[src/design/sqm_pkg.sv]
// ----------------------------------------------------------------------------
// sqm_pkg
// shared types for the square matrix multiplier: payload structs, the token
// that travels along the cell chain and the sequencer state encoding
// ----------------------------------------------------------------------------
package sqm_pkg;

  localparam int unsigned ElemW = 16;
  localparam int unsigned ProdW = 32;
  localparam int unsigned AccW  = 34;

  typedef struct packed {
    logic signed [ElemW-1:0] a_element;
    logic signed [ElemW-1:0] b_element;
  } sqm_in_t;

  typedef struct packed {
    logic signed [AccW-1:0] product_element;
    logic                   last_element;
  } sqm_out_t;

  // control part of a token moving down the chain
  typedef struct packed {
    logic valid;
    logic last;
  } sqm_tok_t;

  typedef enum logic [2:0] {
    ST_LOAD  = 3'b001,
    ST_ISSUE = 3'b010,
    ST_DRAIN = 3'b100
  } sqm_state_e;

endpackage

[src/design/sqm_cell.sv]
// ----------------------------------------------------------------------------
// sqm_cell
// one cell of the chain: holds column k of the left matrix and row k of the
// right matrix, adds its term to the passing partial sum
// ----------------------------------------------------------------------------
module sqm_cell import sqm_pkg::*; #(
  parameter int unsigned DIM      = 4,
  parameter int unsigned CELL_IDX = 0,
  localparam int unsigned IdxW    = (DIM > 1) ? $clog2(DIM) : 1
) (
  input  logic                   clk_i,
  input  logic                   rst_ni,
  input  logic                   load_en_i,
  input  logic [IdxW-1:0]        load_row_i,
  input  logic [IdxW-1:0]        load_col_i,
  input  sqm_in_t                load_data_i,
  input  sqm_tok_t               tok_i,
  input  logic [IdxW-1:0]        row_i,
  input  logic [IdxW-1:0]        col_i,
  input  logic signed [AccW-1:0] acc_i,
  output sqm_tok_t               tok_o,
  output logic [IdxW-1:0]        row_o,
  output logic [IdxW-1:0]        col_o,
  output logic signed [AccW-1:0] acc_o
);

  localparam logic [IdxW-1:0] MyIdx = IdxW'(CELL_IDX);

  logic signed [ElemW-1:0] a_col_q [DIM];
  logic signed [ElemW-1:0] b_row_q [DIM];
  logic signed [ElemW-1:0] a_rd, b_rd;
  logic signed [ProdW-1:0] prod;
  logic signed [AccW-1:0]  acc_d;

  sqm_tok_t               tok_q;
  logic [IdxW-1:0]        row_q, col_q;
  logic signed [AccW-1:0] acc_q;

  // element (r,c) of the left matrix lives in cell c, of the right in cell r
  always_ff @(posedge clk_i) begin
    if (load_en_i && (load_col_i == MyIdx)) begin
      a_col_q[load_row_i] <= load_data_i.a_element;
    end
    if (load_en_i && (load_row_i == MyIdx)) begin
      b_row_q[load_col_i] <= load_data_i.b_element;
    end
  end

  assign a_rd  = a_col_q[row_i];
  assign b_rd  = b_row_q[col_i];
  assign prod  = a_rd * b_rd;
  assign acc_d = acc_i + {{(AccW-ProdW){prod[ProdW-1]}}, prod};

  always_ff @(posedge clk_i or negedge rst_ni) begin
    if (!rst_ni) begin
      tok_q <= '0;
    end else begin
      tok_q <= tok_i;
    end
  end

  always_ff @(posedge clk_i) begin
    row_q <= row_i;
    col_q <= col_i;
    acc_q <= acc_d;
  end

  assign tok_o = tok_q;
  assign row_o = row_q;
  assign col_o = col_q;
  assign acc_o = acc_q;

endmodule

[src/design/sqm_seq.sv]
// ----------------------------------------------------------------------------
// sqm_seq
// sequencer: load position counters, token issue for every product element
// and the busy flag covering issue and drain
// ----------------------------------------------------------------------------
module sqm_seq import sqm_pkg::*; #(
  parameter int unsigned DIM   = 4,
  localparam int unsigned IdxW = (DIM > 1) ? $clog2(DIM) : 1
) (
  input  logic            clk_i,
  input  logic            rst_ni,
  input  logic            start,
  input  logic            done_i,
  output logic            busy,
  output logic            load_en_o,
  output logic [IdxW-1:0] load_row_o,
  output logic [IdxW-1:0] load_col_o,
  output sqm_tok_t        tok_o,
  output logic [IdxW-1:0] row_o,
  output logic [IdxW-1:0] col_o
);

  localparam logic [IdxW-1:0] LastIdx = IdxW'(DIM - 1);

  sqm_state_e      state_q, state_d;
  logic [IdxW-1:0] lrow_q, lrow_d, lcol_q, lcol_d;
  logic [IdxW-1:0] irow_q, irow_d, icol_q, icol_d;
  logic            accept, iss_last;

  assign accept   = start && (state_q == ST_LOAD);
  assign iss_last = (irow_q == LastIdx) && (icol_q == LastIdx);

  always_comb begin
    state_d = state_q;
    lrow_d  = lrow_q;
    lcol_d  = lcol_q;
    irow_d  = irow_q;
    icol_d  = icol_q;
    unique case (state_q)
      ST_LOAD: begin
        if (accept) begin
          if (lcol_q == LastIdx) begin
            lcol_d = '0;
            if (lrow_q == LastIdx) begin
              lrow_d  = '0;
              state_d = ST_ISSUE;
            end else begin
              lrow_d = lrow_q + 1'b1;
            end
          end else begin
            lcol_d = lcol_q + 1'b1;
          end
        end
      end
      ST_ISSUE: begin
        if (icol_q == LastIdx) begin
          icol_d = '0;
          if (irow_q == LastIdx) begin
            irow_d  = '0;
            state_d = ST_DRAIN;
          end else begin
            irow_d = irow_q + 1'b1;
          end
        end else begin
          icol_d = icol_q + 1'b1;
        end
      end
      ST_DRAIN: begin
        if (done_i) begin
          state_d = ST_LOAD;
        end
      end
      default: begin
        state_d = ST_LOAD;
      end
    endcase
  end

  always_ff @(posedge clk_i or negedge rst_ni) begin
    if (!rst_ni) begin
      state_q <= ST_LOAD;
      lrow_q  <= '0;
      lcol_q  <= '0;
      irow_q  <= '0;
      icol_q  <= '0;
    end else begin
      state_q <= state_d;
      lrow_q  <= lrow_d;
      lcol_q  <= lcol_d;
      irow_q  <= irow_d;
      icol_q  <= icol_d;
    end
  end

  assign busy       = (state_q != ST_LOAD);
  assign load_en_o  = accept;
  assign load_row_o = lrow_q;
  assign load_col_o = lcol_q;
  assign tok_o.valid = (state_q == ST_ISSUE);
  assign tok_o.last  = (state_q == ST_ISSUE) && iss_last;
  assign row_o      = irow_q;
  assign col_o      = icol_q;

endmodule

[src/design/square_matrix_multiply.sv]
// ----------------------------------------------------------------------------
// square_matrix_multiply
// DIM by DIM signed Q8.8 matrix multiplier built as a chain of DIM cells;
// products come out row-major as signed Q18.16 in 34 bits
// ----------------------------------------------------------------------------
//  channel   direction  handshake                  payload
//  input     in         start && !busy             in_i     (a_element, b_element)
//  result    out        valid_o, one-cycle strobe  result_o (product_element,
//                                                            last_element)
//
//  - one element pair is taken per cycle while busy is low, DIM*DIM in all
//  - after the last pair busy rises: DIM*DIM tokens enter the chain, one a
//    cycle, and each picks up one term per cell, so the first result is on
//    the ports once its token has passed the register of every cell, and the
//    rest follow one per cycle
//  - busy thus covers the issue and drain of a matrix, both carried by the
//    single chain that every product passes through
//  - reset clears the counters and the chain tokens; stored elements are kept
//    and are overwritten before they are read
//  - results cannot be held off: each one is valid for exactly one cycle
// ----------------------------------------------------------------------------
module square_matrix_multiply import sqm_pkg::*; #(
  parameter int unsigned DIM = 4
) (
  input  logic     clk_i,
  input  logic     rst_ni,
  input  logic     start,
  output logic     busy,
  input  sqm_in_t  in_i,
  output logic     valid_o,
  output sqm_out_t result_o
);

  localparam int unsigned IdxW = (DIM > 1) ? $clog2(DIM) : 1;

  // load side, broadcast to every cell
  logic            load_en;
  logic [IdxW-1:0] load_row, load_col;

  // token chain, index 0 is the sequencer output, index DIM the last cell
  sqm_tok_t               tok_c [DIM+1];
  logic [IdxW-1:0]        row_c [DIM+1];
  logic [IdxW-1:0]        col_c [DIM+1];
  logic signed [AccW-1:0] acc_c [DIM+1];

  logic done;

  // last product element leaving the chain ends the transaction
  assign done = tok_c[DIM].valid && tok_c[DIM].last;

  sqm_seq #(
    .DIM (DIM)
  ) u_seq (
    .clk_i      (clk_i),
    .rst_ni     (rst_ni),
    .start      (start),
    .done_i     (done),
    .busy       (busy),
    .load_en_o  (load_en),
    .load_row_o (load_row),
    .load_col_o (load_col),
    .tok_o      (tok_c[0]),
    .row_o      (row_c[0]),
    .col_o      (col_c[0])
  );

  // partial sums start from zero at the head of the chain
  assign acc_c[0] = '0;

  for (genvar k = 0; k < DIM; k++) begin : g_cell
    sqm_cell #(
      .DIM      (DIM),
      .CELL_IDX (k)
    ) u_cell (
      .clk_i       (clk_i),
      .rst_ni      (rst_ni),
      .load_en_i   (load_en),
      .load_row_i  (load_row),
      .load_col_i  (load_col),
      .load_data_i (in_i),
      .tok_i       (tok_c[k]),
      .row_i       (row_c[k]),
      .col_i       (col_c[k]),
      .acc_i       (acc_c[k]),
      .tok_o       (tok_c[k+1]),
      .row_o       (row_c[k+1]),
      .col_o       (col_c[k+1]),
      .acc_o       (acc_c[k+1])
    );
  end

  // the last cell's registers drive the result transaction directly
  assign valid_o                  = tok_c[DIM].valid;
  assign result_o.product_element = acc_c[DIM];
  assign result_o.last_element    = tok_c[DIM].last;

endmodule

[config.mk]
export PLATFORM = sky130hd
export DESIGN_NAME = square_matrix_multiply
export DESIGN_NICKNAME = d
export VERILOG_FILES = /design/src/design/sqm_pkg.sv /design/src/design/sqm_cell.sv /design/src/design/sqm_seq.sv /design/src/design/square_matrix_multiply.sv
export SDC_FILE = /design/constraint.sdc
export NUM_CORES = 2
export LEC_CHECK = 0
export BUFFER_PORTS_ARGS = -buffer_cell sky130_fd_sc_hd__buf_2
export CORE_AREA = 2 2 317 382
export CTS_CLUSTER_SIZE = 28
export DETAILED_ROUTE_END_ITERATION = 8
export DIE_AREA = 0 0 319 384
export PLACE_DENSITY = 0.81
export SLEW_MARGIN = 20
export SYNTH_ARGS = -nofsm -noshare
export SYNTH_HDL_FRONTEND = slang
export SYNTH_SLANG_ARGS = --single-unit
[constraint.sdc]
create_clock -name clk_i -period 11.8 [get_ports clk_i]
set_clock_uncertainty 0.2 [all_clocks]
set_input_delay 1.18 -clock clk_i [delete_from_list [all_inputs] [get_ports clk_i]]
set_output_delay 1.18 -clock clk_i [all_outputs]
set_load 0.005 [all_outputs]
==> metrics.txt <==
# TYPE chip_impl_metric gauge
chip_impl_metric{name="drtIter0Drc",unit=""} 3692
chip_impl_metric{name="fin_worst_hold_slack",unit="ns"} 0.150
chip_impl_info{name="clock_tree.root_cell",value="sky130_fd_sc_hd__clkbuf_16"} 1
chip_impl_metric{name="hpwlAfterDp",unit="um"} 134000
chip_impl_metric{name="vias",unit=""} 44100
chip_impl_metric{name="syn2layout_area_growth",unit="%"} 6.20
chip_impl_metric{name="portion_of_synthesized_cell_area_occupied_by_the_leading_cell_type",unit="%"} 32.9
chip_impl_metric{name="number_of_setup_buffers_added_after_cts",unit=""} 0
chip_impl_metric{name="floorplan_row_count",unit=""} 139
chip_impl_metric{name="worstPathArrival",unit="ns"} 10.26
chip_impl_metric{name="maxSlewViolCount",unit=""} 0
chip_impl_info{name="slowest_stage",value="sky130_fd_sc_hd__dfxtp_1"} 1
chip_impl_metric{name="ys_seq_area_share",unit="%"} 28.4
chip_impl_metric{name="tritoncts.num_buffers",unit=""} 70
chip_impl_metric{name="synth-async-reset-ratio",unit="%"} 2.81
chip_impl_info{name="cell_type_contributing_the_most_total_cell_area_after_synthesis",value="sky130_fd_sc_hd__fa_1"} 1
chip_impl_metric{name="final_period_utilization",unit="%"} 84.4
chip_impl_info{name="cp_top_family",value="compound AO/OA/AOI/OAI gates"} 1
chip_impl_metric{name="clock_path_buffers",unit=""} 3
chip_impl_info{name="cell_mode_on_critical_path",value="sky130_fd_sc_hd__fa_1"} 1
chip_impl_metric{name="slew_headroom",unit="%"} 26.5
chip_impl_metric{name="boundaryPins",unit=""} 72
chip_impl_metric{name="synthesis.area",unit="um2"} 66100
chip_impl_info{name="worstSetupEndpointType",value="flip-flop"} 1
chip_impl_metric{name="fin_setup_tns",unit="ns"} 0
chip_impl_metric{name="post_drt_via_cell_ratio",unit=""} 5.75
chip_impl_metric{name="grt_max_degree",unit=""} 50
chip_impl_metric{name="synth_enable_flop_cells",unit=""} 512
chip_impl_metric{name="drv_cap",unit=""} 0
chip_impl_metric{name="initial_utilization",unit="%"} 55.6
chip_impl_info{name="library_cell_with_the_highest_instance_count_after_synthesis",value="sky130_fd_sc_hd__inv_1"} 1
chip_impl_metric{name="ctsResizeCount",unit=""} 0
chip_impl_metric{name="finalWirelength",unit="um"} 169000
chip_impl_metric{name="ys_warn_count",unit=""} 0
chip_impl_metric{name="io_buffers",unit=""} 71
chip_impl_metric{name="globalRouteTotalUtil",unit="%"} 28.0
chip_impl_metric{name="cts_num_sinks",unit=""} 676
chip_impl_metric{name="die_y",unit="um"} 384
chip_impl_metric{name="die_outline_area",unit="um2"} 122000
chip_impl_metric{name="drt-pass1-iter-count",unit=""} 6
chip_impl_metric{name="globalRoute.totalOverflow",unit=""} 0
chip_impl_info{name="critPathLaunchType",value="flip-flop"} 1
chip_impl_metric{name="fin_nets",unit=""} 7597
chip_impl_metric{name="maxClockFrequency",unit="GHz"} 0.100
chip_impl_metric{name="drc_violations_left",unit=""} 0
chip_impl_metric{name="postSynthAreaPerCell",unit="um2"} 10.9
chip_impl_metric{name="yosys_register_bits",unit=""} 676
chip_impl_info{name="synth.area.top_cells",value="sky130_fd_sc_hd__fa_1 33%, sky130_fd_sc_hd__edfxtp_1 23%, sky130_fd_sc_hd__ha_1 8.0%, sky130_fd_sc_hd__inv_1 7.0%, sky130_fd_sc_hd__dfxtp_1 4.4%"} 1
chip_impl_metric{name="cts_hold_repair.buffers",unit=""} 0
chip_impl_info{name="synth_top_flop_cell",value="sky130_fd_sc_hd__edfxtp_1"} 1
chip_impl_metric{name="synth_nets",unit=""} 7614
chip_impl_metric{name="cp.required",unit="ns"} 12.11
chip_impl_metric{name="synth_cell_type_count",unit=""} 78
chip_impl_metric{name="drt.antenna.violating_nets",unit=""} 0
chip_impl_metric{name="synthCells",unit=""} 6069
chip_impl_info{name="critical_path.reg2reg.endpoint",value="g_cell[3].u_cell.acc_o[33]$_DFF_P_"} 1
chip_impl_metric{name="grt_antenna_before_repair",unit=""} 9
chip_impl_metric{name="filler_cell_count",unit=""} 9470
chip_impl_metric{name="wire_per_inst",unit="um"} 22.0
chip_impl_info{name="timing.hold.worst.start",value="g_cell[2].u_cell.tok_o[1]$_DFF_PN0_"} 1
chip_impl_metric{name="timing.hold.worst_path_depth",unit=""} 0
chip_impl_metric{name="hold_violations",unit=""} 0
chip_impl_metric{name="worst_r2r_path_depth",unit=""} 29
chip_impl_metric{name="grt_pass1_wl",unit="um"} 261000
chip_impl_info{name="synth_commonest_cells",value="1242 x sky130_fd_sc_hd__inv_1, 1087 x sky130_fd_sc_hd__fa_1, 647 x sky130_fd_sc_hd__nand2_1, 512 x sky130_fd_sc_hd__edfxtp_1, 423 x sky130_fd_sc_hd__ha_1"} 1
chip_impl_metric{name="critical_path.n_buffers_inverters",unit=""} 2
chip_impl_info{name="grt_setup_unrepaired",value="no"} 1
chip_impl_metric{name="worst_path_largest_cell_delay",unit="ns"} 0.84
chip_impl_metric{name="number_of_global_route_vias_before_repair",unit=""} 47100
chip_impl_metric{name="layout-drive-gt1-share",unit="%"} 6.65
chip_impl_info{name="cts_tree",value="built"} 1
chip_impl_info{name="hold_path_end",value="g_cell[3].u_cell.tok_o[1]$_DFF_PN0_"} 1
chip_impl_metric{name="tightest_slew",unit="ns"} 1.09
chip_impl_metric{name="clock_insertion_delay_worst_skew",unit="ns"} 0.66
chip_impl_metric{name="cts_htree_levels",unit=""} 3
chip_impl_metric{name="finalWorstPathRequiredPeriod",unit="ns"} 9.95
chip_impl_metric{name="peak_fanout_along_the_critical_path",unit=""} 16
chip_impl_info{name="outcome",value="completed"} 1
chip_impl_info{name="timing_worst_setup_path_type",value="flip-flop to flip-flop"} 1
chip_impl_metric{name="die_w",unit="um"} 319
chip_impl_metric{name="ff2ff_setup_slack",unit="ns"} 1.85
chip_impl_metric{name="setup_violations",unit=""} 0
chip_impl_metric{name="globalplace.congestion",unit=""} 0.984
chip_impl_metric{name="floorplan.core_area",unit="um2"} 119000
chip_impl_metric{name="clk_pin_slew_worst_paths",unit="ns"} 0.06
chip_impl_info{name="min_path_type",value="flip-flop to flip-flop"} 1
[stage by stage]
| stage | setup WS (ns) | instances | utilization (%) | area (um2) |
|---|---|---|---|---|
| 6_report | 1.85 | 7665 | 59.0 | 70200 |
| 5_1_grt | 1.39 | 7661 | 59.0 | 70200 |
| 4_1_cts | 1.96 | 7660 | 59.0 | 70200 |
| 3_5_place_dp | 1.99 | 7531 | 57.1 | 67900 |
| 3_3_place_gp | 2.24 | 7531 | 57.1 | 67900 |
| 2_1_floorplan | 2.69 | 6069 | - | 66100 |
[sequential cells by signal, summed over array words and instances, names as in the netlist, named ones only]
| name | cells |
|---|---|
| g_cell.u_cell.a_col_q | 256 |
| g_cell.u_cell.b_row_q | 256 |
| g_cell.u_cell.acc_o | 133 |
| g_cell.u_cell.tok_o | 8 |
| g_cell.u_cell.col_o | 4 |
| g_cell.u_cell.row_o | 4 |
| u_seq.state_q | 3 |
| u_seq.col_o | 2 |
| u_seq.load_col_o | 2 |
| u_seq.load_row_o | 2 |
| u_seq.row_o | 2 |
[cells by family (layout without fill, tap and decap cells)]
family | Yosys count | count (layout) | synth area share [%]
compound gates | 572 | 572 | 5.55
fa+ha+maj | 1510 | 1510 | 40.9
mux | 203 | 203 | 4.31
flops | 676 | 676 | 28.4
other cells | 0 | 5 | 0
xor+xnor | 204 | 204 | 2.72
simple gates | 1446 | 1446 | 9.68
buf+inv | 1458 | 1498 | 8.47
[placed cells by master (no fill, tap or decap), drive strengths merged, types with 10 or more instances in the layout]
master       n
o21bai      23
a211oi      12
xor2        50
xnor2      153
o211ai      11
nand4       12
buf        127
nor2       397
ha         423
a31oi       18
a21oi      141
mux2i       70
nor2b       74
nand2b      39
mux4        58
dfrtp       18
mux2        75
and3        50
clkinvlp    10
a21o        88
fa        1087
clkbuf      91
or2         11
edfxtp     512
o21ai      146
and2       127
nand2      647
nor3        31
nand3       27
or3         13
clkinv      17
o21a        68
dfxtp      145
inv       1250
[per-layer routing]
metal / part of all wire [%] / global-route usage, % / vias up
met5: 0.028 / 0 / -
met4: 6.8 / 16.9 / 8
met3: 7.7 / 4.61 / 545
met2: 50 / 48.3 / 1984
met1: 36 / 33.0 / 22500
li1: - / - / 19000
[worst max path at each step]
stage | from | endpoint | slack [ns] | depth (start not counted)
after floorplan | flip-flop | g_cell[3].u_cell.acc_o[33]$_DFF_P_ | 2.69 | 35
after global placement | flip-flop | g_cell[3].u_cell.acc_o[33]$_DFF_P_ | 2.24 | 29
after detailed placement | flip-flop | g_cell[3].u_cell.acc_o[33]$_DFF_P_ | 1.99 | 29
after CTS | flip-flop | g_cell[3].u_cell.acc_o[33]$_DFF_P_ | 1.96 | 29
after global routing | flip-flop | g_cell[3].u_cell.acc_o[33]$_DFF_P_ | 1.39 | 29
final | flip-flop | g_cell[3].u_cell.acc_o[33]$_DFF_P_ | 1.85 | 29
[layout make-up]
class / instances / area (um2) / area share (%)
Antenna cell: 5 / 12.5 / 0.0178
Clock buffer: 91 / 1920 / 2.74
Clock inverter: 38 / 379 / 0.540
Inverter: 1242 / 4660 / 6.64
Multi-Input combinational cell: 3935 / 41800 / 59.5
Sequential cell: 676 / 18800 / 26.7
Tap cell: 1551 / 1940 / 2.76
Timing Repair Buffer: 127 / 776 / 1.10
Power is left out: the tool's default activity adds up to more than one toggle a clock period on the data nets, which glitch-free logic cannot reach.
